File: src/design/gjc_pkg.sv
`default_nettype none
package gjc_pkg;

   localparam int MaxJoints = 8;
   localparam int LimitRaw  = (MaxJoints < 8) ? MaxJoints : 8;
   localparam logic [3:0] ColLimit = 4'(LimitRaw - 1);

   localparam logic OpTool  = 1'b0;
   localparam logic OpJoint = 1'b1;

   typedef enum logic [3:0] {
      ST_IDLE,
      ST_SQ,
      ST_MAT,
      ST_ROW,
      ST_DIV,
      ST_DIVEND,
      ST_CROSS,
      ST_LIN,
      ST_DONE
   } state_type;

endpackage
`default_nettype wire

File: src/design/gjc_divider.sv
`default_nettype none
// Restoring divider: magnitude quotient of num / den, one bit per cycle.
module gjc_divider (
   input  wire logic        clock,
   input  wire logic        reset,
   input  wire logic        start,
   input  wire logic [63:0] num,
   input  wire logic [33:0] den,
   output logic             busy,
   output logic [63:0]      quot
);
   import gjc_pkg::*;

   logic [6:0]  count_ff, count_in;
   logic [34:0] rem_ff, rem_in;
   logic [63:0] q_ff, q_in;
   logic [33:0] den_ff, den_in;
   logic [34:0] trial;

   always_comb begin
      count_in = count_ff;
      rem_in   = rem_ff;
      q_in     = q_ff;
      den_in   = den_ff;
      trial    = {rem_ff[33:0], q_ff[63]} - {1'b0, den_ff};
      if (start) begin
         count_in = 7'd64;
         rem_in   = '0;
         q_in     = num;
         den_in   = den;
      end else if (count_ff != 7'd0) begin
         count_in = count_ff - 7'd1;
         if (!trial[34]) begin
            rem_in = trial;
            q_in   = {q_ff[62:0], 1'b1};
         end else begin
            rem_in = {rem_ff[33:0], q_ff[63]};
            q_in   = {q_ff[62:0], 1'b0};
         end
      end
   end

   always_ff @(posedge clock) begin
      if (reset) begin
         count_ff <= '0;
      end else begin
         count_ff <= count_in;
      end
      rem_ff <= rem_in;
      q_ff   <= q_in;
      den_ff <= den_in;
   end

   assign busy = (count_ff != 7'd0);
   assign quot = q_ff;
endmodule
`default_nettype wire

File: config.mk
export PLATFORM = sky130hd
export DESIGN_NAME = gjc_divider
export DESIGN_NICKNAME = d
export VERILOG_FILES = /design/src/design/gjc_pkg.sv /design/src/design/gjc_divider.sv
export SDC_FILE = /design/constraint.sdc
export NUM_CORES = 1
export LEC_CHECK = 0
export BUFFER_PORTS_ARGS = -buffer_cell sky130_fd_sc_hd__buf_2
export CAP_MARGIN = 20
export CORE_MARGIN = 2
export CORE_UTILIZATION = 30
export DETAILED_ROUTE_END_ITERATION = 16
export GPL_TIMING_DRIVEN = 0
export HOLD_SLACK_MARGIN = 0.06
export PLACE_DENSITY = 0.58
export SKIP_CTS_REPAIR_TIMING = 1
export SYNTH_ARGS = -nofsm -noshare
export SYNTH_HDL_FRONTEND = slang
export SYNTH_SLANG_ARGS = --single-unit
File: constraint.sdc
create_clock -name clock -period 7.3 [get_ports clock]
set_clock_uncertainty 0.15 [all_clocks]
set_input_delay 0.73 -clock clock [delete_from_list [all_inputs] [get_ports clock]]
set_output_delay 0.73 -clock clock [all_outputs]
set_load 0.01 [all_outputs]
After elaboration in Yosys (flattened, before gate mapping)
Index checks and enable logic that the tools add are counted.

cells by class
  $add $sub $neg = 2
  muxes and demuxes = 6
  reduce and logical (&&, ||, !) cells = 3

operators by type and width
  operator                                          number
  two-way mux 64 bit                                2
  subtractor 35 x 34 -> 35 bit                      1
  two-way mux 34 bit                                1
  two-way mux 7 bit                                 2
  nonzero test 7 bit                                1
  subtractor 7 x 1 -> 7 bit, second input constant  1
  nonzero test 2 bit                                1
  OR reduction 2 bit                                1
  two-way mux 1 bit                                 1

word-level totals
  register bits = 139
  input port bits = 101
  output and inout port bits = 65
  logic and storage cells = 16

Longest topological paths before layout
  word-level depth = 4
  mapped depth = 13
  depth with buffers taken out = 12

Worst setup path after synthesis
No wires, ideal clock.

  kind = reg2reg
  start = reg count_ff[0]
  end = reg q_ff[0], in the netlist quot[0], enable pin
  data arrival time = 2713 ps
  slack = 3747 ps
  stages on the path, launching flop included = 8
  clock period less this slack = 3553 ps
  cell sequence = dfxtp_1 > inv_1 > ha_1 > nand2_1 > or3_1 > nor2_1 > clkbuf_1 > nand2_1

between the ends
  cells in the longest elaborated chain, start to end = 2

ends and longest elaborated chain
  item                                 RTL line           source
  start: declaration                   gjc_divider.sv:14  logic [6:0] count_ff, count_in;
  start signal: assignment             gjc_divider.sv:47  count_ff <= count_in;
  nonzero test 7 bit                   gjc_divider.sv:31  end else if (count_ff != 7'd0) begin
  nonzero test 2 bit (no source line)  -
  end signal: assignment               gjc_divider.sv:50  q_ff <= q_in;
  end: declaration                     gjc_divider.sv:16  logic [63:0] q_ff, q_in;

No other way between the ends.
A chain may end at the register's enable or synchronous reset.

Final worst setup path
  start = reg count_ff[0]
  end = out busy

between the ends
  cells in the longest elaborated chain, start to end = 1

ends and longest elaborated chain
  item                RTL line           source
  nonzero test 7 bit  gjc_divider.sv:54  assign busy = (count_ff != 7'd0);
  end: declaration    gjc_divider.sv:9   output logic busy,

No other way between the ends.

==> results by group <==
Run status
  • Status: finished, final reports clean

Logic synthesis
  • Seq/Total Area, Yosys: between 40% and 50%
  • Syn. warnings: 0
  • Syn nets: 872
  • Post-synthesis cell type count: 62
  • Synth Flop Type: edfxtp_1
  • Share of synthesized registers carrying an async set or reset: 0%
  • Post-Synthesis Cells: 735
  • Synthesized area per cell: 10.5 um^2
  • Post-Syn Area: 0.00772 mm^2
  • Post-synth EDFFs: 98
  • FF+latch count, synth: approximately 140

Floorplan
  • Effective utilization at floorplan: 30.6%
  • I/O pin count: 166
  • Die Wd: 164 um
  • Core Box Area: 0.0253 mm^2
  • FP Rows: 58
  • Die footprint: 0.0270 mm^2
  • Die H: 164 um

Setup path
  • Worst Path Required: 6420 ps
  • Worst Setup End Kind: primary output
  • Peak fanout along the critical path: 10
  • WS Path Type: reg -> out
  • Critical Path AT: around 3100 ps
  • Crit start category: register

Cells and area
  • Most common cell after layout, fill and taps aside: buf_2
  • Multi-input gate area: 0.00360 mm^2
  • Final core occ: 37.8%
  • Final #Nets: 1,056
  • Most frequent cells in the layout: 174 x buf_2, 98 x edfxtp_1, 63 x mux2_2
  • # diodes: 0
  • Layout cell share with drive strength beyond 1: between 30% and 40%
  • Area Overhead vs Synth: 23.8%
  • Fillers: 2,572
  • Register area: 0.00376 mm^2

Clock tree
  • CTS Buf Count: 17
  • CTS HTree Levels: 4
  • CTS tree: done
  • CTS max path bufs: 2
  • Root Buffer: clkbuf_16
  • Worst-path clk slew: 60 ps
  • Clk Latency, worst-skew pair: 430 ps
  • Total clock sinks: about 140

Route
  • Vias: roughly 6.4k
  • Drt drc: 0
  • Drt initial violations: 395
  • Router iterations before antenna repair: 5
  • Vias per std cell: 5.06
  • Overall routed net length: 22.5 mm
  • Routed Antenna Nets: 0
  • Routed wire per std cell: 17.9 um

Power
  • Leak: 0.00394 uW
  • PwrDens: 408 mW/mm^2
  • Peak supply drop: 0.000264 V

Global route
  • Vias in the first global route: 6,402
  • GRT Util Overall: 17.1%
  • First-pass GRT wire length: 35.3 mm
  • Largest net degree at the start of global routing: 65
  • GRT Residual Overflow: 0
  • Initial antenna violation count: 1

Timing
  • Setup_tns: 0 ps
  • Period utilization: around 55%
  • Worst Tran Pin Value: 873 ps
  • Final hold vios: 0
  • Pins over their slew limit: 0
  • RSZ-0062 raised after global routing: false
  • Setup violators final: 0
  • Fmax: 251 MHz
  • Tmin final: 3980 ps
  • Slew headroom: between 40% and 50%

Place
  • Post-DP HPWL: 16.7 mm
  • IO buf count: 165
  • RD Place Congestion: ~0.9

Run
  • Max-cap check violation count: 0

Min path
  • Hold Crit Class: in -> reg
==> final cells by class <==
type                       count  share of cell area [%]
clock buffer                  18                    4.49
buffer                        39                    1.82
inverter                      49                    1.93
multi-input combinational    508                    37.7
clock inverter                14                    1.68
tap                          330                    4.32
timing repair buffer         165                    8.64
sequential                   139                    39.4
==> synth_stat cells (7+ instances only) <==
master | count | area [um^2]
nor3_1 | 35 | 175
and3_1 | 7 | 43.8
inv_1 | 48 | 180
dfxtp_1 | 41 | 821
buf_1 | 7 | 26.3
mux2_2 | 63 | 709
clkbuf_1 | 20 | 75.1
nor4_1 | 15 | 93.8
xnor2_1 | 21 | 184
nand2_1 | 47 | 176
nand4_1 | 13 | 81.3
ha_1 | 35 | 438
nor2_1 | 60 | 225
a31oi_1 | 9 | 56.3
o21ai_0 | 31 | 155
a211oi_1 | 7 | 52.6
nand3_1 | 18 | 90.1
buf_2 | 9 | 45.0
a21oi_1 | 46 | 230
xor2_1 | 9 | 78.8
edfxtp_1 | 98 | 2940
or3_1 | 7 | 43.8
==> where the power goes <==
group          switching (uW)  total [uW]  internal [uW]
combinational            1090        1740            650
sequential                152        1270           1120
clock                     374         885            511
total                    1610        3900           2280
==> registers in the layout, indices dropped and copies added (netlist names) <==
signal	flops
quot	64
den_ff	34
rem_ff	34
count_ff	7
==> final timing paths <==
kind                from          end  slack, ps  cells after the start
max          count_ff[0]         busy       3320                      8
min               den[7]    den_ff[7]        320                      1
max reg2reg     quot[63]   rem_ff[21]       3610                     13
min reg2reg  count_ff[3]  count_ff[3]        330                      2
==> through the flow <==
stage	instance area, um^2	std cells	total power, uW	worst slack [ps]	hold WS, ps
global route	9550	1262	4150	3020	311
floorplan	7720	735	2440	3750	294
CTS	9550	1262	3900	3260	307
detailed placement	8960	1230	3000	3510	313
global placement	8960	1230	3010	2240	307
finish	9550	1262	3900	3320	323
==> critical path: stages (launching register included) <==
cell and delay (ps):
dfxtp_1 310, inv_1 100, ha_1 200, nand2_1 90
or3_1 330, nor2_1 560, clkinv_1 390, buf_1 440
buf_2 270
==> layer usage <==
metal	vias up	share of wire [%]	GRT usage, %
li1	3104	-	-
met4	2	1.2	4.86
met5	-	0.071	0
met2	245	46	26.8
met3	19	8.4	5.65
met1	3014	45	22.5
==> logic make-up after synthesis <==
group / synth area share, %
AND/OR/NAND/NOR: 13.8
AO/OA/AOI/OAI: 13.7
flip-flops: 48.8
buffers and inverters: 4.64
multiplexers: 9.19
adder cells (fa/ha/maj): 5.93
XOR/XNOR: 3.97
(Power assumes the default switching activity.)
